$ cat config.mk
export PLATFORM = sky130hd
export DESIGN_NAME = mfs_ram
export DESIGN_NICKNAME = d
export VERILOG_FILES = /design/src/max_frequency_stack_assert.svh /design/src/mfs_ram.sv
export SDC_FILE = /design/constraint.sdc
export NUM_CORES = 1
export LEC_CHECK = 0
export ABC_CLOCK_PERIOD_IN_PS = 2060
export BUFFER_PORTS_ARGS = -buffer_cell sky130_fd_sc_hd__buf_2
export CELL_PAD_IN_SITES_DETAIL_PLACEMENT = 0
export CELL_PAD_IN_SITES_GLOBAL_PLACEMENT = 1
export CORE_ASPECT_RATIO = 0.7
export CORE_MARGIN = 4
export CORE_UTILIZATION = 56
export CTS_CLUSTER_DIAMETER = 150
export CTS_CLUSTER_SIZE = 24
export DETAILED_ROUTE_END_ITERATION = 16
export GPL_TIMING_DRIVEN = 0
export PLACE_DENSITY = 0.77
export SYNTH_ARGS = -nofsm -noshare
export SYNTH_HDL_FRONTEND = slang
export SYNTH_SLANG_ARGS = --single-unit
$ cat constraint.sdc
create_clock -name clock -period 2.06 [get_ports clock]
set_input_delay 0.206 -clock clock [delete_from_list [all_inputs] [get_ports clock]]
set_output_delay 0.206 -clock clock [all_outputs]
set_load 0.005 [all_outputs]
$ cat src/max_frequency_stack_assert.svh
// Assertion macros for the maximum-frequency stack.
// Needs a clock and a reset signal in the scope where a macro is used.
`ifndef MAX_FREQUENCY_STACK_ASSERT_SVH
`define MAX_FREQUENCY_STACK_ASSERT_SVH

// condition holds at every edge outside reset
`define MFS_ASSERT_ALWAYS(lbl, cond, msg) \
   lbl: assert property (@(posedge clock) disable iff (reset) (cond)) else $error(msg);

// antecedent implies consequent in the next cycle
`define MFS_ASSERT_NEXT(lbl, ante, cons, msg) \
   lbl: assert property (@(posedge clock) disable iff (reset) (ante) |=> (cons)) else $error(msg);

`endif

$ cat src/mfs_ram.sv
// Generic single-write, single-read RAM with registered read data.
// No dependencies.
module mfs_ram #(
   parameter int WIDTH = 8,
   parameter int DEPTH = 64
) (
   input  logic                     clock,
   input  logic                     we,
   input  logic [$clog2(DEPTH)-1:0] waddr,
   input  logic [WIDTH-1:0]         wdata,
   input  logic [$clog2(DEPTH)-1:0] raddr,
   output logic [WIDTH-1:0]         rdata
);
   logic [WIDTH-1:0] mem [DEPTH];
   logic [WIDTH-1:0] rdata_ff;

   always_ff @(posedge clock) begin
      if (we) begin
         mem[waddr] <= wdata;
      end
      rdata_ff <= mem[raddr];
   end

   assign rdata = rdata_ff;
endmodule

# == After elaboration in Yosys (flattened, before gate mapping) ==
# Memories as Yosys holds them, arrays and structs flattened. A register that Yosys moved wholly into a read port is not among the register bits.
# Index checks and enable logic that the tools add are counted.
# word_totals
reg_bits,0
output_inout_bits,8
wordCells,3
ramBits,512
input_bits,22
memories,1
# classes
mux,2
# memory_table
name,words,word_bits,rd,rd_clocked_by_memory_dff,wr,line_no,rtl
mem,64,8,1,1,1,mfs_ram.sv:14,logic [WIDTH-1:0] mem [DEPTH];
# op_table
operator,n
two-way mux 1 bit,2

# == Longest topological paths before layout ==
# Gate-level depths: netlist (run 1).
# logic_depth
word_depth,2
mapped_depth,9
mapped_depth_nobuf,5

# == Worst setup path after synthesis (run 1) ==
# Ideal clock, no wire load.
# synth_timing
kind,in2reg
startpoint,input port raddr[1]
endpoint,"register rdata_ff[3] (netlist: rdata[3]), read port of mem"
stages,7
n_path_buf,3
t_required_ps,1932
setup_slack_ps,186
setup_time_ps,128
t_arrival_ps,1746
path_cell_list,buf_4 -> buf_2 -> buf_2 -> mux4_2 -> mux4_2 -> o21ai_1 -> o41ai_1
# synth_lines
item,line_no,rtl
start: declaration,mfs_ram.sv:11,"input logic [$clog2(DEPTH)-1:0] raddr,"
end: declaration,mfs_ram.sv:15,logic [WIDTH-1:0] rdata_ff;

==> results of run 1 <==
-- layout make-up --
class,count,area share (%)
flip-flops and latches,520,71.6
repair buffers,21,0.485
well taps,472,2.72
clock buffers,44,3.21
clock inverters,1,0.0404
plain buffers,51,1.59
multi-input cells,369,20.3
-- worst paths after layout --
check        startpoint  endpoint  slack (ns)  depth (start not counted)
min reg2reg  mem[34][1]  rdata[1]        0.88                          4
min            raddr[5]  rdata[3]        0.09                          2
max reg2reg   mem[7][0]  rdata[0]        0.04                          5
max           mem[7][0]  rdata[0]        0.04                          5
-- power by group through the flow --
stage / logic (mW) / clock network [mW] / registers, mW
6_report: 1.17 / 5.44 / 11.7
5_1_grt: 1.24 / 5.96 / 11.7
4_1_cts: 1.15 / 5.51 / 11.7
3_5_place_dp: 1.13 / 0 / 12.0
3_3_place_gp: 1.12 / 0 / 12.0
2_1_floorplan: 0.624 / 0 / 12.0
-- layer usage --
layer	part of all wire, %	routed length (um)	vias up
li1	-	-	3998
met1	44	20100	5184
met2	44	20000	453
met3	10	4570	61
met4	2.4	1100	0
met5	0	0	-
-- worst reg2reg max path, stage by stage (launching register included) --
cell       delay (ns)
edfxtp_1         0.37
mux4_2           0.49
mux4_2           0.55
nor2_1           0.20
nor3_1           0.09
o2bb2ai_1        0.19
-- layout by cell type (no fill, tap or decap), types with 4 or more instances in the layout --
cell,n
edfxtp_1,512
mux4_2,126
nor2_1,82
clkbuf_1,31
buf_2,30
clkbuf_16,25
mux2i_1,23
nand2_1,19
nor2b_1,14
buf_4,13
mux2_2,13
nand3_1,12
o22ai_1,8
dfxtp_1,8
nand2b_1,7
o221ai_1,5
nor3_1,5
buf_6,4
clkbuf_2,4
a211oi_1,4
-- registers in the layout, indices dropped and copies added (netlist names) --
signal	flops
rdata	8
mem	512
-- stage by stage --
stage / std cells / instance area, um^2 / utilization, % / setup TNS (ns)
floorplan: 940 / 20200 / - / 0
global placement: 1433 / 20900 / 59.5 / -103.03
detailed placement: 1433 / 20900 / 59.5 / -124.57
CTS: 1478 / 21600 / 61.7 / 0
global route: 1478 / 21700 / 61.8 / -0.00323
finish: 1478 / 21700 / 61.8 / 0
-- repair_timing --
item	in CTS	in global routing
buffers inserted	0	0
gates resized for setup	19	15
setup endpoints to repair	7	8
hold buffers	0	0
pin swaps	0	0
-- logic make-up after synthesis --
logic type | after synthesis | synth area share [%]
AOI/OAI and AO/OA | 54 | 2.07
buffers and inverters | 51 | 1.57
DFF | 520 | 77.0
muxes | 162 | 15.9
and+or+nand+nor | 153 | 3.39
==> flow_summary.ini, run 1 <==
[sta]
slew_violations = 0
fmax_mhz = 494
fin_ws_ns = 0.0376
skew_ns = 0.0171
setup_viol = 0
worstMarginPinSlew_ns = 1.25
hold_ws_ns = 0.0883
period_needed_ns = 2.02
finalHoldViolCount = 0
period_share_pct = 98.2
max_slew_margin_pct = 16.3

[floorplan]
start_util_pct = 57.5
io_pins = 30
die_h_um = 167
die-area_mm2 = 0.0392
rows = 57
coreArea_mm2 = 0.0351
die_w_um = 235

[yosys]
yosysTopAreaCellShare_pct = 76.2
synth_warnings = 0
syn_inst = 940
yosys.cell_count.top_type = edfxtp_1
synth_edf_count = 512
synth_area_mm2 = 0.0202
syn_avg_cell_area_um2 = 21.5
synth_area_leaders = edfxtp_1 76%, mux4_2 14%, nor2_1 1.5%
ys_ff_latch = 520
syn_nets = 962
ys_top_cells_by_count = 512 x edfxtp_1, 126 x mux4_2, 83 x nor2_1
yosys.area.top_type = edfxtp_1
synth-main-ff-cell = edfxtp_1
synth.distinct_cells = 40
synth-async-reset-ratio_pct = 0
ys_seq_area_share_pct = 77.0

[global_routing]
use_met1_pct = 36.9
use_met2_pct = 33.7
met3_usage_pct = 6.38
grt_usage_pct = 23.5
grt.busiest_layer = met1
antenna_found_initial = 0
grt_overflow_total = 0
grt_max_degree = 65
grt_pass1_vias = 9488
grt_pass1_wl_um = 66700

[power_and_ir_drop]
combPwrFrac_pct = 6.4
pwr-share-clk_pct = 29.7
power.density_mw_per_mm2 = 845
power_mw = 18.3
power.switching_mw = 3.88
p_int_mw = 14.4
p_leak_nw = 6.59
seqPwrFrac_pct = 63.9
vdd_drop_max_v = 0.000606
p_sw_share_pct = 21.2

[final_layout]
diodes = 0
drive_above_1_share_pct = 23.8
multi_input_area_mm2 = 0.00441
syn_to_final_growth_pct = 7.56
fill_cells = 2451
layout.nets = 1010
regArea_mm2 = 0.0155

[route]
ant_nets = 0
wirelength_um = 45800
vias = 9696
post_drt_wl_per_cell_um = 31.0
drt_first_pass_iters = 5
drc = 0
viasPerCell = 6.56
drt_iter0_drc = 1332

[setup_path]
path_class = flip-flop to flip-flop
cp_top_family = multiplexers
required_ns = 2.50
cp_max_fo = 1
worst_path_largest_cell_delay_ns = 0.55
cp-start-kind = flip-flop
critPathBufInv = 0
crit_top_cell = mux4_2
cp_data_arrival_time_ns = 2.46
critPathSlowestCell = mux4_2
critPathCaptureType = flip-flop
cp_cell_sequence = mux4_2 -> mux4_2 -> nor2_1 -> nor3_1 -> o2bb2ai_1

[clock_network]
cts_sinks = 520
clk_path_buf_depth = 3
numCtsBuffers = 25
htreeDepth = 1
clkTransAtPathRegs_ns = 0.09
cts_tree = done
clock_latency_ns = 0.57
clockRootBuffer = clkbuf_16

[run_status]
status = complete, no violations

[hold_path]
worstHoldPathType = primary input to flip-flop

[placement]
gp_congestion = 0.845
hpwl_um = 29600
place_ws_ns = -0.924
port_buffers = 21

[run]
max_cap_viol_count = 0
Note: power is estimated with default switching activity, not from simulation.
==> run 2, diff against run 1 <==
--- a/config.mk
+++ b/config.mk
@@ -17,6 +17,7 @@
 export DETAILED_ROUTE_END_ITERATION = 16
 export GPL_TIMING_DRIVEN = 0
 export PLACE_DENSITY = 0.77
+export RECOVER_POWER = 100
 export SYNTH_ARGS = -nofsm -noshare
 export SYNTH_HDL_FRONTEND = slang
 export SYNTH_SLANG_ARGS = --single-unit
==> run 2 against run 1 <==
Against the previous run:
- via count is 0.70% lower
- wire length hardly changed
- total power hardly changed
- worst hold slack worse by 0.0057 ns
- largest cell class unchanged
- clock-buffer cell count stayed put
- register-to-register slack hardly changed
- cell area hardly changed
- utilization hardly changed
- non-clock buffer count stayed put
- final cell count stayed put
- sequential power hardly changed
- highest routed layer unchanged
- sequential share of layout area hardly changed
==> flow_summary.ini, run 2 (same netlist as run 1, synthesis figures left out) <==
[setup_path]
startpoint = mem[29][4]
path_class = flip-flop to flip-flop
cp_data_arrival_time_ns = 2.45
cp-start-kind = flip-flop
cp_max_fo = 1
worstRegToRegCells = 5
required_ns = 2.50
regToRegEndpoint = rdata[4]
crit_end = rdata[4]
reg2reg_from = mem[29][4]
critPathCaptureType = flip-flop
reg2reg_slack_ns = 0.05

[power_and_ir_drop]
power.density_mw_per_mm2 = 845
vdd_drop_max_v = 0.000607
p_leak_nw = 6.57

[clock_network]
clk_path_buf_depth = 3
cts_tree = done
clockRootBuffer = clkbuf_16
numCtsBuffers = 25
clkTransAtPathRegs_ns = 0.10
cts_sinks = 520
clock_latency_ns = 0.57
htreeDepth = 1

[sta]
skew_ns = 0.0168
finalHoldViolCount = 0
finalSetupTns_ns = 0
period_share_pct = 97.6
fmax_mhz = 497
max_slew_margin_pct = 5.60
setup_viol = 0
slew_violations = 0
worstMarginPinSlew_ns = 1.42
period_needed_ns = 2.01

[final_layout]
drive_above_1_share_pct = 23.3
syn_to_final_growth_pct = 7.49
fill_cells = 2458
layout_commonest_cell = edfxtp_1
largest_reg_flops = 512
layout_common_cells = 512 x edfxtp_1, 126 x mux4_2, 82 x nor2_1
diodes = 0
fin_area_mm2 = 0.0217
top_register = mem
layout.nets = 1010

[floorplan]
die_h_um = 167
die-area_mm2 = 0.0392
io_pins = 30
start_util_pct = 57.5
rows = 57
die_w_um = 235
coreArea_mm2 = 0.0351

[global_routing]
met3_usage_pct = 6.38
use_met2_pct = 33.7
grt_overflow_total = 0
grt.busiest_layer = met1
grt_pass1_vias = 9488
grt_max_degree = 65
use_met1_pct = 36.9
grt_usage_pct = 23.5
antenna_found_initial = 0
grt_pass1_wl_um = 66700

[route]
ant_nets = 0
vias = 9628
wirelength_um = 45800
drc = 0
viasPerCell = 6.51
post_drt_wl_per_cell_um = 31.0
drt_iter0_drc = 1282
drt_first_pass_iters = 5

[placement]
hpwl_um = 29600
dpl-instance-area_mm2 = 0.0209
port_buffers = 21
gp_congestion = 0.845

[hold_path]
hp-start = raddr[5]
worstHoldPathType = primary input to flip-flop

[run]
max_cap_viol_count = 0

[run_status]
status = complete, no violations
[run 2: worst min-delay path by stage]
stage           endpoint  slack [ns]  cells past startpoint
6_report        rdata[3]        0.08                      2
2_1_floorplan  mem[0][0]        0.30                      0
5_1_grt         rdata[3]        0.07                      2
4_1_cts         rdata[5]        0.05                      2
3_5_place_dp    rdata[2]        0.59                      1
3_3_place_gp    rdata[2]        0.59                      1
[run 2: layer usage]
layer	wire length, um	share of wire [%]
met3	4710	10
met4	1140	2.5
met5	0	0
met2	20000	44
met1	19900	43
[run 2: timing repair]
action | CTS | global route
buffers inserted | 0 | 0
hold buffers | 0 | 0
hold endpoints to repair | 0 | 0
endpoints found under the setup margin | 7 | 8
gates resized for setup | 19 | 15
[run 2: cell type report]
class	count	area [um^2]	share of cell area, %
clock buffers	44	697	3.21
well taps	472	591	2.72
plain buffers	51	338	1.56
flip-flops and latches	520	15500	71.7
multi-input cells	369	4410	20.3
clock inverters	1	8.76	0.0404
repair buffers	21	98.8	0.456
[run 2: worst max-delay path, cell delays in order, from the launching register on]
cell and delay (ns):
edfxtp_1 0.37, mux4_2 0.47, mux2_2 0.32, o221a_2 0.30, nor3_2 0.29, o32ai_1 0.14
[run 2: stage by stage]
step | util (%) | hold WS (ns) | power (mW) | setup slack, ns | cells
after floorplan | - | 0.305 | 12.6 | 0.186 | 940
after global placement | 59.5 | 0.586 | 13.1 | -0.913 | 1433
after detailed placement | 59.5 | 0.587 | 13.1 | -0.924 | 1433
after CTS | 61.7 | 0.0481 | 18.4 | 0.0141 | 1478
after global routing | 61.8 | 0.0741 | 18.9 | -0.00323 | 1478
final | 61.8 | 0.0826 | 18.3 | 0.0489 | 1478
[run 2: where the power goes]
| part | total [mW] | switching, mW | leakage, nW | internal, mW |
|---|---|---|---|---|
| logic | 1.16 | 0.740 | 1.57 | 0.421 |
| clock network | 5.44 | 3.11 | 0.335 | 2.32 |
| registers | 11.7 | 0.0219 | 4.67 | 11.7 |
