===== config.mk =====
export PLATFORM = sky130hd
export DESIGN_NAME = mfs_cell
export DESIGN_NICKNAME = d
export VERILOG_FILES = /design/src/max_frequency_stack_assert.svh /design/src/mfs_pkg.sv /design/src/mfs_cell.sv
export SDC_FILE = /design/constraint.sdc
export NUM_CORES = 1
export LEC_CHECK = 0
export BUFFER_PORTS_ARGS = -buffer_cell sky130_fd_sc_hd__buf_4
export CAP_MARGIN = 20
export CORE_MARGIN = 1
export CORE_UTILIZATION = 35
export CTS_CLUSTER_DIAMETER = 80
export DETAILED_ROUTE_END_ITERATION = 8
export MAX_ROUTING_LAYER = met4
export PLACE_DENSITY = 0.56
export SETUP_SLACK_MARGIN = 0.15
export SLEW_MARGIN = 20
export SYNTH_ARGS = -nofsm -noshare
export SYNTH_HDL_FRONTEND = slang
export SYNTH_SLANG_ARGS = --single-unit

===== constraint.sdc =====
create_clock -name clock -period 3.4 [get_ports clock]
set_input_delay 0.51 -clock clock [delete_from_list [all_inputs] [get_ports clock]]
set_output_delay 0.51 -clock clock [all_outputs]
set_load 0.02 [all_outputs]

===== src/max_frequency_stack_assert.svh =====
// Assertion macros for the maximum-frequency stack.
// Needs a clock and a reset signal in the scope where a macro is used.
`ifndef MAX_FREQUENCY_STACK_ASSERT_SVH
`define MAX_FREQUENCY_STACK_ASSERT_SVH

// condition holds at every edge outside reset
`define MFS_ASSERT_ALWAYS(lbl, cond, msg) \
   lbl: assert property (@(posedge clock) disable iff (reset) (cond)) else $error(msg);

// antecedent implies consequent in the next cycle
`define MFS_ASSERT_NEXT(lbl, ante, cons, msg) \
   lbl: assert property (@(posedge clock) disable iff (reset) (ante) |=> (cons)) else $error(msg);

`endif


===== src/mfs_pkg.sv =====
// Shared types and constants of the maximum-frequency stack.
// No dependencies.
package mfs_pkg;
   localparam int CAPACITY = 64;
   localparam int IDX_W    = $clog2(CAPACITY);
   localparam int CNT_W    = $clog2(CAPACITY + 1);
   localparam int DATA_W   = 32;

   typedef enum logic {
      FUNC_PUSH = 1'b0,
      FUNC_POP  = 1'b1
   } func_type;

   typedef enum logic [1:0] {
      ST_PUSHED  = 2'd0,
      ST_POPPED  = 2'd1,
      ST_EMPTY   = 2'd2,
      ST_FULL    = 2'd3
   } status_type;

   typedef enum logic [2:0] {
      S_IDLE,
      S_LOOKUP,
      S_PUSH_A,
      S_PUSH_B,
      S_POP_A,
      S_POP_B,
      S_POP_C
   } state_type;

   typedef struct packed {
      logic compare;
      logic bump;
      logic claim;
      logic drop;
   } cell_cmd_type;

   typedef struct packed {
      logic             hit;
      logic             free;
      logic [CNT_W-1:0] count;
   } chain_type;
endpackage


===== src/mfs_cell.sv =====
// One entry of the value count table: tag, count and a registered match flag.
// Depends on mfs_pkg; cells are chained so the lowest-indexed hit or free entry wins.
module mfs_cell import mfs_pkg::*; (
   input  logic              clock,
   input  logic              reset,
   input  cell_cmd_type      cmd,
   input  logic [DATA_W-1:0] key,
   input  chain_type         chain_in,
   output chain_type         chain_out
);
   logic [DATA_W-1:0] tag_ff, tag_in;
   logic [CNT_W-1:0]  count_ff, count_in;
   logic              match_ff, match_in;
   logic              first_hit, first_free;

   assign first_hit  = match_ff && !chain_in.hit;
   assign first_free = (count_ff == '0) && !chain_in.free;

   always_comb begin
      tag_in   = tag_ff;
      count_in = count_ff;
      match_in = match_ff;
      if (cmd.compare) begin
         match_in = (count_ff != '0) && (tag_ff == key);
      end
      if (cmd.bump && first_hit) begin
         count_in = count_ff + CNT_W'(1);
      end
      if (cmd.claim && first_free) begin
         tag_in   = key;
         count_in = CNT_W'(1);
      end
      if (cmd.drop && first_hit) begin
         count_in = count_ff - CNT_W'(1);
      end
   end

   always_ff @(posedge clock) begin
      if (reset) begin
         count_ff <= '0;
         match_ff <= 1'b0;
      end else begin
         count_ff <= count_in;
         match_ff <= match_in;
      end
      tag_ff <= tag_in;
   end

   assign chain_out.hit   = chain_in.hit || match_ff;
   assign chain_out.free  = chain_in.free || (count_ff == '0);
   assign chain_out.count = first_hit ? count_ff : chain_in.count;
endmodule


# [Word level (Yosys, flattened, before mapping)]
# Index checks and enable logic that the tools add are counted.
[totals] register_bits=40 input_bits=47 output_inout_bits=9
[op_classes] add_sub_neg=2 n_eq_ne=1 reduce_logical=13 n_mux=4
[ops] operator="equality test 32 bit" count=1
[ops] operator="2-to-1 mux 7 bit" count=4
[ops] operator="adder 7 x 1 -> 7 bit (second input constant)" count=1
[ops] operator="logical NOT 7 bit" count=1
[ops] operator="nonzero test 7 bit" count=1
[ops] operator="subtractor 7 x 1 -> 7 bit (second input constant)" count=1
[ops] operator="logical AND 1 bit" count=6
[ops] operator="nonzero test 3 bit" count=1
[ops] operator="logical NOT 1 bit" count=2
[ops] operator="logical OR 1 bit" count=2

# [Depth between registers and ports, before layout]
# Gate-level depths: netlist of run 1.
[logic_depth] depth_word=6 mapped_depth=7

# [Least setup slack after synthesis of run 1]
# No wires, ideal clock.
[synth_path] path_type="register -> register" startpoint="reg count_ff[0]" endpoint="reg count_ff[6]" setup_time_ns=0.084 arrival_ns=1.900 synth_period_minus_slack_ns=1.984 path_stages_with_launch=8 slack_ns=1.416 path_cell_list="dfxtp_1 inv_1 ha_1 nand4_1 clkinv_2 a311oi_2 a221oi_2 o31ai_2"
[synth_via] elab_chain_cells=5 elab_cells_between_ends=9
[synth_rtl] element="start: declaration" line_no="mfs_cell.sv:12" rtl="logic [CNT_W-1:0] count_ff, count_in;"
[synth_rtl] element="start signal: assignment" line_no="mfs_cell.sv:43" rtl="count_ff <= count_in;"
[synth_rtl] element="branches (longest 5 deep; another with adder 7 x 1 -> 7 bit)"
# Several ways; the timed one is not identified. The select of a mux whose other input is x is not followed.
# A chain may end at the register's enable or synchronous reset.

# [Worst setup path after layout of run 1]
# Same ends and word-level chain as after synthesis.

==> results of run 1 <==
cells in the mapped netlist, types with 2 or more instances:
master / count / share of area [%]
nand3b_1: 2 / 0.73
dfxtp_1: 8 / 7.8
edfxtp_1: 32 / 47
nor4b_1: 2 / 0.85
ha_1: 3 / 1.8
nand4_1: 9 / 2.7
nor2_1: 12 / 2.2
xor2_1: 11 / 4.7
a221oi_1: 2 / 0.85
buf_6: 2 / 1.1
or2_2: 3 / 0.91
nand2b_1: 2 / 0.61
nand3_1: 4 / 0.97
nand2_1: 13 / 2.4
xnor2_1: 24 / 10
a21oi_1: 5 / 1.2
nor4_1: 3 / 0.91
mux2_2: 4 / 2.2
inv_1: 3 / 0.55
a31oi_1: 2 / 0.61
o21ai_0: 3 / 0.73
nor3_1: 2 / 0.49
final timing paths:
check | to | slack [ns] | cells past startpoint
hold / removal | tag_ff[9] | 0.41 | 1
hold reg to reg | match_ff | 0.55 | 2
setup reg to reg | count_ff[6] | 1.13 | 7
setup / recovery | count_ff[6] | 1.13 | 7
cell families after synthesis:
logic type	after synthesis	synth area share, %
mux	4	2.18
simple gates	58	15.8
fa+ha+maj	3	1.82
buf+inv	8	2.91
flops	40	54.4
compound gates	21	8.01
xor+xnor	35	14.9
layout by cell type, fill, tap and decap left out, types with 3 or more instances in the layout:
| cell type | count |
|---|---|
| nor2_1 | 12 |
| dfxtp_1 | 8 |
| nor4_1 | 3 |
| o21ai_0 | 3 |
| inv_1 | 3 |
| nand4_1 | 9 |
| nand3_1 | 4 |
| buf_4 | 55 |
| a21oi_1 | 5 |
| xor2_1 | 11 |
| nand2_1 | 13 |
| mux2_2 | 4 |
| or2_2 | 3 |
| ha_1 | 3 |
| xnor2_1 | 24 |
| edfxtp_1 | 32 |
| clkbuf_8 | 5 |
worst max-delay path, stage by stage, from the launching register on:
cell      delay, ns
dfxtp_1        0.41
inv_1          0.10
ha_1           0.24
nand4_1        0.20
clkinv_2       0.50
a311oi_2       0.47
a221oi_2       0.06
o31ai_2        0.20
through the flow:
| stage | power (mW) | setup slack [ns] |
|---|---|---|
| 2_1_floorplan | 0.648 | 1.42 |
| 3_3_place_gp | 0.723 | 1.13 |
| 3_5_place_dp | 0.723 | 1.12 |
| 4_1_cts | 1.03 | 1.10 |
| 5_1_grt | 1.06 | 0.919 |
| 6_report | 1.02 | 1.13 |
sequential cells by signal, summed over array words and instances, names as in the netlist:
signal	cells
tag_ff	32
count_ff	7
match_ff	1
report_power, final:
group,switching [mW],total (mW),internal (mW)
clock network,0.164,0.307,0.143
logic,0.0687,0.147,0.0779
registers,0.00943,0.563,0.554
area by class of cell:
type / instances / area (sq um)
fillers: 534 / 3000
multi-input cells: 121 / 881
well taps: 72 / 90.1
repair buffers: 55 / 413
clock inverters: 2 / 12.5
inverters: 4 / 16.3
flip-flops and latches: 40 / 1120
clock buffers: 6 / 72.6
layer usage:
metal | part of all wire (%) | global-route usage (%) | routed length [um] | vias up
met2 | 43 | 21.7 | 1790 | 44
met3 | 5.9 | 3.91 | 247 | 5
met1 | 50 | 19.0 | 2070 | 672
met4 | 1.4 | 5.56 | 57 | 0
li1 | - | - | - | 738
met5 | 0 | - | 0 | -
==> impl_metrics.py, run 1 <==
metrics = {
    "synth": {
        "ys.flop_type": "edfxtp_1",
        "ys_seq_area_share_pct": 54.4,
        "synth_area_per_cell_sq_um": 12.2,
        "ys_types": 40,
        "async_flop_share_pct": 0,
        "synth_fp_nets": 219,
        "synth-seq-cells": 40,
        "ys_warn_count": 0,
        "synth-edff-count": 32,
        "netlist_area_sq_mm": 0.00206,
        "synth_cells": 169,
    },
    "routing": {
        "ant_nets": 0,
        "drcViolationCount": 0,
        "drt_wl_total_mm": 4.16,
        "dr.first_iter.drc_count": 90,
        "wl_per_cell_um": 13.9,
        "drt_pass1_iterations": 4,
        "dr_total_vias": 1459,
        "via_per_inst": 4.86,
    },
    "placement": {
        "numPortBuffers": 55,
        "dp_hpwl_mm": 3.18,
        "place_inst": 292,
        "gp_congestion": 0.779,
        "dpl-instance-area_sq_mm": 0.00252,
    },
    "finish": {
        "syn2layout_area_growth_pct": 26.4,
        "fin_nets": 277,
        "stdcell_count": 300,
        "utilization_pct": 46.5,
        "fin_area_sq_mm": 0.00261,
        "n_antenna_cell": 0,
        "drive_gt1_share_pct": 34.2,
    },
    "global_route": {
        "grt_pass1_wl_mm": 6.65,
        "grt-ovfl-total": 0,
        "antenna_found_initial": 0,
        "grt_max_degree": 35,
        "grt_pass1_vias": 1387,
        "grt_usage_pct": 14.6,
    },
    "sta": {
        "relSlewSlack_pct": 62.1,
        "rsz0062_at_grt": "false",
        "fin_crit_ns": 2.27,
        "finalCritPeriodShare_pct": 66.7,
        "timing.hold.ws_ns": 0.407,
        "finClkSkew_ns": 0.00693,
        "worst_pin_slew_ns": 0.568,
        "finalSetupTns_ns": 0,
        "hold_violations": 0,
        "finalMaxSlewViolations": 0,
        "fmax_mhz": 441,
        "setup_viol": 0,
    },
    "clock_network": {
        "hold_buffers": 0,
        "path_clk_slew_ns": 0.08,
        "post_cts_buffers": 0,
        "cts.sinks": 40,
        "cts-root-buf": "clkbuf_8",
        "cts_buffer_depth": 2,
        "htree_levels": 2,
        "insertion_delay_ns": 0.29,
        "cts_resized": 0,
        "cts_tree": "built",
        "cts_buffers": 5,
    },
    "critical_path": {
        "worst_ep_arrival_time_ns": 2.48,
        "critPathRequiredTime_ns": 3.61,
        "rr_startpoint": "count_ff[0]",
        "crit_path_max_fanout": 34,
        "path_class": "flip-flop to flip-flop",
        "startpoint": "count_ff[0]",
        "cp-start-kind": "flip-flop",
        "critPathCaptureType": "flip-flop",
    },
    "floorplan": {
        "die_area_sq_mm": 0.00620,
        "initial_core_util_pct": 36.8,
        "core_area_sq_mm": 0.00561,
        "dieHeight_um": 78.8,
        "die_width_um": 78.8,
        "io-pin-count": 56,
        "row_count": 27,
    },
    "power": {
        "powerDensity_mw_per_mm2": 390,
        "leakagePower_nw": 0.982,
        "ir_worst_vdd_uv": 218,
    },
    "run": {
        "maxCapViolCount": 0,
    },
    "min_path": {
        "hp-class": "input pin to flip-flop",
        "hold_start": "key[9]",
    },
    "run_status": {
        "status": "finished clean",
    },
}
Note: power is estimated with default switching activity, not from simulation.
==> run 2: changes to the inputs <==
--- a/config.mk
+++ b/config.mk
@@ -12,7 +12,7 @@
 export CTS_CLUSTER_DIAMETER = 80
 export DETAILED_ROUTE_END_ITERATION = 8
 export MAX_ROUTING_LAYER = met4
-export PLACE_DENSITY = 0.56
+export PLACE_DENSITY = 0.58
 export SETUP_SLACK_MARGIN = 0.15
 export SLEW_MARGIN = 20
 export SYNTH_ARGS = -nofsm -noshare
==> constraint.sdc (replaced) <==
create_clock -name clock -period 1.95 [get_ports clock]
set_input_delay 0.2925 -clock clock [delete_from_list [all_inputs] [get_ports clock]]
set_output_delay 0.2925 -clock clock [all_outputs]
set_load 0.02 [all_outputs]
==> impl_metrics.py, run 2 (synthesized netlist as in run 1, its figures left out) <==
metrics = {
    "finish": {
        "syn2layout_area_growth_pct": 32.9,
        "stdcell_count": 312,
        "n_antenna_cell": 0,
        "fin_nets": 289,
        "regMostFlops": "tag_ff",
        "n_fill_cell": 554,
        "layout_commonest_cell": "buf_4",
        "drive_gt1_share_pct": 40.8,
        "top_regs": "tag_ff (32), count_ff (7), match_ff (1)",
        "largest_reg_flops": 32,
        "final_cell_mix": "buf_4, edfxtp_1, xnor2_1",
    },
    "placement": {
        "gp_congestion": 0.818,
        "place_inst": 297,
        "dp_hpwl_mm": 3.32,
        "numPortBuffers": 55,
    },
    "critical_path": {
        "critPathCaptureType": "primary output",
        "path_class": "flip-flop to primary output",
        "crit_path_end": "chain_out[6]",
        "cp-start-kind": "flip-flop",
        "r2r_cells": 6,
        "critPathRequiredTime_ns": 1.66,
        "timing.reg2reg.setup_slack_ns": 0.23,
        "worst_ep_arrival_time_ns": 1.43,
        "rr_startpoint": "count_ff[0]",
        "startpoint": "match_ff",
        "rr_endpoint": "count_ff[6]",
        "crit_path_max_fanout": 7,
    },
    "clock_network": {
        "cts-root-buf": "clkbuf_8",
        "cts_buffer_depth": 2,
        "insertion_delay_ns": 0.29,
        "hold_buffers": 0,
        "cts_buffers": 5,
        "path_clk_slew_ns": 0.08,
        "cts_tree": "built",
        "cts.sinks": 40,
        "htree_levels": 2,
    },
    "global_route": {
        "grt_pass1_wl_mm": 7.18,
        "antenna_found_initial": 0,
        "grt_usage_pct": 15.6,
        "grt_pass1_vias": 1542,
        "grt_max_degree": 24,
        "grt-ovfl-total": 0,
    },
    "min_path": {
        "hp-class": "input pin to flip-flop",
    },
    "sta": {
        "hold_violations": 0,
        "finClkSkew_ns": 0.00560,
        "finalSetupTns_ns": 0,
        "setup_viol": 0,
        "worst_pin_slew_ns": 0.387,
        "timing.hold.ws_ns": 0.192,
        "fin_crit_ns": 1.72,
        "fmax_mhz": 582,
        "rsz0062_at_grt": "true",
        "finalCritPeriodShare_pct": 88.2,
        "relSlewSlack_pct": 73.8,
        "finalMaxSlewViolations": 0,
    },
    "power": {
        "powerDensity_mw_per_mm2": 649,
        "leakagePower_nw": 1.05,
        "switching_share_pct": 24.0,
        "pwr-share-clk_pct": 29.9,
        "p_int_mw": 1.35,
        "combPwrFrac_pct": 15.2,
        "p_sw_mw": 0.427,
        "ir_worst_vdd_uv": 586,
        "total_power_mw": 1.78,
        "p_seq_share_pct": 54.9,
    },
    "routing": {
        "dr.first_iter.drc_count": 121,
        "wl_per_cell_um": 14.1,
        "drt_pass1_iterations": 4,
        "dr_total_vias": 1534,
        "drcViolationCount": 0,
        "via_per_inst": 4.92,
        "drt_wl_total_mm": 4.40,
        "ant_nets": 0,
    },
    "floorplan": {
        "initial_core_util_pct": 36.8,
        "die_width_um": 78.8,
        "die_area_sq_mm": 0.00620,
        "core_area_sq_mm": 0.00561,
        "io-pin-count": 56,
        "row_count": 27,
        "dieHeight_um": 78.8,
    },
    "run": {
        "maxCapViolCount": 0,
    },
    "run_status": {
        "status": "finished clean",
    },
}
[run 2: critical path, cell delays in order (launching register included)]
cell,delay [ns]
dfxtp_4,0.37
or2b_4,0.31
buf_4,0.16
o21ai_0,0.14
buf_4,0.16
[run 2: power by group through the flow]
stage / Clock [mW] / Combinational [mW] / Sequential (mW)
3_5_place_dp: 0 / 0.270 / 1.00
6_report: 0.533 / 0.270 / 0.977
4_1_cts: 0.558 / 0.270 / 0.980
3_3_place_gp: 0 / 0.267 / 1.00
5_1_grt: 0.591 / 0.295 / 0.982
2_1_floorplan: 0 / 0.133 / 0.998
[run 2: how the worst min path moves through the flow]
stage	slack, ns	endpoint	depth (start not counted)	startpoint
detailed placement	0.49	tag_ff[1]	1	key[1]
global route	0.17	tag_ff[13]	1	key[13]
CTS	0.18	tag_ff[0]	1	key[0]
floorplan	0.39	tag_ff[0]	0	key[0]
global placement	0.49	tag_ff[1]	1	key[1]
finish	0.19	tag_ff[0]	1	key[0]
[run 2: final cells by class]
| type | instances | area (sq um) | share of cell area, % |
|---|---|---|---|
| clock buffers | 5 | 68.8 | 2.51 |
| clock inverters | 3 | 18.8 | 0.685 |
| inverters | 4 | 20.0 | 0.730 |
| multi-input cells | 121 | 891 | 32.5 |
| flip-flops and latches | 40 | 1140 | 41.5 |
| well taps | 72 | 90.1 | 3.29 |
| repair buffers | 67 | 515 | 18.8 |
[run 2: what timing repair did]
item / 4_1_cts / 5_1_grt
setup buffers: 3 / 4
setup endpoints to repair: 6 / 3
cloned: 0 / 0
hold endpoints to repair: 0 / 0
pin swaps: 0 / 2
gates resized for setup: 6 / 7
[run 2: routing by layer]
metal,up-vias,part of all wire (%),GRT usage [%]
li1,762,-,-
met1,724,45,19.2
met2,44,48,25.0
met3,4,5.8,4.14
met4,0,1.0,5.37
met5,-,0,-
[run 2: per-stage QoR]
stage,util [%],worst slack (ns),cell area [sq um]
floorplan,-,0.142,2070
global placement,45.9,0.257,2570
detailed placement,45.9,0.206,2570
CTS,48.1,0.144,2700
global route,48.9,0.128,2740
finish,48.9,0.230,2740
==> run 3: changes to the inputs <==
--- a/config.mk
+++ b/config.mk
@@ -5,7 +5,7 @@
 export SDC_FILE = /design/constraint.sdc
 export NUM_CORES = 1
 export LEC_CHECK = 0
-export BUFFER_PORTS_ARGS = -buffer_cell sky130_fd_sc_hd__buf_4
+export BUFFER_PORTS_ARGS = -buffer_cell sky130_fd_sc_hd__clkbuf_2
 export CAP_MARGIN = 20
 export CORE_MARGIN = 1
 export CORE_UTILIZATION = 35
@@ -13,6 +13,7 @@
 export DETAILED_ROUTE_END_ITERATION = 8
 export MAX_ROUTING_LAYER = met4
 export PLACE_DENSITY = 0.58
+export REMOVE_ABC_BUFFERS = 1
 export SETUP_SLACK_MARGIN = 0.15
 export SLEW_MARGIN = 20
 export SYNTH_ARGS = -nofsm -noshare
==> impl_metrics.py, run 3 (synthesized netlist as in run 1, its figures left out) <==
metrics = {
    "finish": {
        "drive_gt1_share_pct": 38.0,
        "utilization_pct": 45.6,
        "fin_area_sq_mm": 0.00255,
        "final_cell_mix": "clkbuf_2, edfxtp_1, xnor2_1",
        "regArea_sq_mm": 0.00113,
        "multi_input_area_sq_um": 911,
        "layout_commonest_cell": "clkbuf_2",
        "stdcell_count": 306,
        "largest_reg_flops": 32,
        "n_fill_cell": 531,
        "syn2layout_area_growth_pct": 23.9,
        "n_antenna_cell": 0,
        "top_regs": "tag_ff (32), count_ff (7), match_ff (1)",
        "regMostFlops": "tag_ff",
        "fin_nets": 283,
    },
    "critical_path": {
        "cpMaxStageDelayCell": "dfxtp_4",
        "rr_startpoint": "count_ff[3]",
        "critPathCaptureType": "primary output",
        "timing.reg2reg.setup_slack_ns": 0.21,
        "critPathRequiredTime_ns": 1.66,
        "crit_path_max_fanout": 8,
        "cpPeakStageDelay_ns": 0.38,
        "rr_endpoint": "count_ff[6]",
        "crit_chain": "or2b_4 -> or2_2 -> nand2_1 -> buf_2",
        "path_class": "flip-flop to primary output",
        "cpLargestDelayFamily": "simple AND/OR/NAND/NOR gates",
        "r2r_cells": 6,
        "worst_ep_arrival_time_ns": 1.47,
        "cp-start-kind": "flip-flop",
        "crit_buf_inv": 1,
    },
    "power": {
        "ir_worst_vdd_uv": 528,
        "p_sw_mw": 0.404,
        "pwr-share-clk_pct": 29.6,
        "leakagePower_nw": 0.981,
        "p_int_mw": 1.32,
        "powerDensity_mw_per_mm2": 677,
        "p_seq_share_pct": 56.7,
        "switching_share_pct": 23.4,
        "combPwrFrac_pct": 13.7,
    },
    "placement": {
        "dpl-instance-area_sq_mm": 0.00242,
        "dp_hpwl_mm": 3.02,
        "dp_slack_ns": 0.209,
        "numPortBuffers": 55,
        "gp_congestion": 0.846,
        "place_inst": 295,
    },
    "clock_network": {
        "htree_levels": 2,
        "hold_buffers": 0,
        "cts_buffer_depth": 2,
        "cts-root-buf": "clkbuf_8",
        "path_clk_slew_ns": 0.07,
        "cts_buffers": 5,
        "cts.sinks": 40,
        "insertion_delay_ns": 0.28,
        "cts_tree": "built",
    },
    "global_route": {
        "grt-ovfl-total": 0,
        "grt_pass1_wl_mm": 6.60,
        "grt_usage_pct": 14.2,
        "antenna_found_initial": 0,
        "grt_pass1_vias": 1468,
        "grt_max_degree": 33,
    },
    "routing": {
        "dr.first_iter.drc_count": 79,
        "wl_per_cell_um": 13.0,
        "drt_pass1_iterations": 4,
        "via_per_inst": 4.85,
        "ant_nets": 0,
        "dr_total_vias": 1485,
        "drcViolationCount": 0,
        "drt_wl_total_mm": 3.98,
    },
    "sta": {
        "setup_viol": 0,
        "finalMaxSlewViolations": 0,
        "rsz0062_at_grt": "true",
        "finClkSkew_ns": 0.00314,
        "hold_violations": 0,
        "worst_pin_slew_ns": 0.365,
        "fin_crit_ns": 1.76,
        "finalCritPeriodShare_pct": 90.4,
        "relSlewSlack_pct": 75.6,
        "setup_ws_ns": 0.187,
        "fmax_mhz": 567,
    },
    "min_path": {
        "whs_endpoint": "tag_ff[9]",
        "hp-class": "input pin to flip-flop",
        "hold_start": "key[9]",
        "hold_depth": 1,
    },
    "floorplan": {
        "die_width_um": 78.8,
        "io-pin-count": 56,
        "dieHeight_um": 78.8,
        "core_area_sq_mm": 0.00561,
        "initial_core_util_pct": 36.8,
        "die_area_sq_mm": 0.00620,
        "row_count": 27,
    },
    "run": {
        "maxCapViolCount": 0,
    },
    "run_status": {
        "status": "finished clean",
    },
}
## run 3: changes by cell type in the layout (fill, tap and decap cells not counted), moves of 2 or more
cell	before	now
buf_4	66	4
clkbuf_2	0	54
dfxtp_1	1	4
dfxtp_4	3	1
## run 3: metrics by stage
step | power, mW | hold WS (ns) | setup TNS, ns
after floorplan | 1.13 | 0.365 | -0.0338
after global placement | 1.23 | 0.498 | 0
after detailed placement | 1.23 | 0.502 | 0
after CTS | 1.76 | 0.199 | 0
after global routing | 1.82 | 0.196 | 0
final | 1.73 | 0.211 | 0
## run 3: power by group through the flow
stage / combinational (mW) / sequential (mW) / clock (mW)
after global routing: 0.259 / 0.985 / 0.575
after global placement: 0.232 / 1.00 / 0
after floorplan: 0.128 / 0.998 / 0
final: 0.237 / 0.981 / 0.511
after detailed placement: 0.233 / 1.00 / 0
after CTS: 0.234 / 0.982 / 0.541
## run 3: routing by layer
metal / wire length [um] / vias up / share of wire (%) / track usage [%]
met5: 0 / - / 0 / -
li1: - / 755 / - / -
met4: 45 / 0 / 1.1 / 4.63
met1: 1880 / 670 / 47 / 18.4
met2: 1790 / 54 / 45 / 21.6
met3: 266 / 6 / 6.7 / 3.68
## run 3: worst max path at each step
stage | start | cells past startpoint | end
2_1_floorplan | count_ff[0] | 7 | count_ff[6]
3_3_place_gp | count_ff[0] | 6 | count_ff[6]
6_report | match_ff | 4 | chain_out[0]
3_5_place_dp | count_ff[0] | 6 | count_ff[6]
4_1_cts | match_ff | 4 | chain_out[0]
5_1_grt | match_ff | 4 | chain_out[0]
## run 3: worst register-to-register path, stage by stage, from the launching register on
cell	delay, ns
dfxtp_1	0.39
nor4_4	0.34
buf_4	0.19
nand4_1	0.15
buf_4	0.19
a221oi_2	0.28
o31ai_2	0.09
## run 3: cell type report
cell class	count	share of cell area, %
clock inverter	2	0.441
inverter	4	0.637
sequential	40	44.2
tap	72	3.53
timing repair buffer	60	12.7
multi-input combinational	122	35.7
clock buffer	6	2.84
## run 3: timing repair
action | CTS | global route
pin swaps | 1 | 1
setup endpoints to repair | 8 | 6
gates cloned | 0 | 1
setup buffers | 1 | 1
resized for setup | 2 | 8
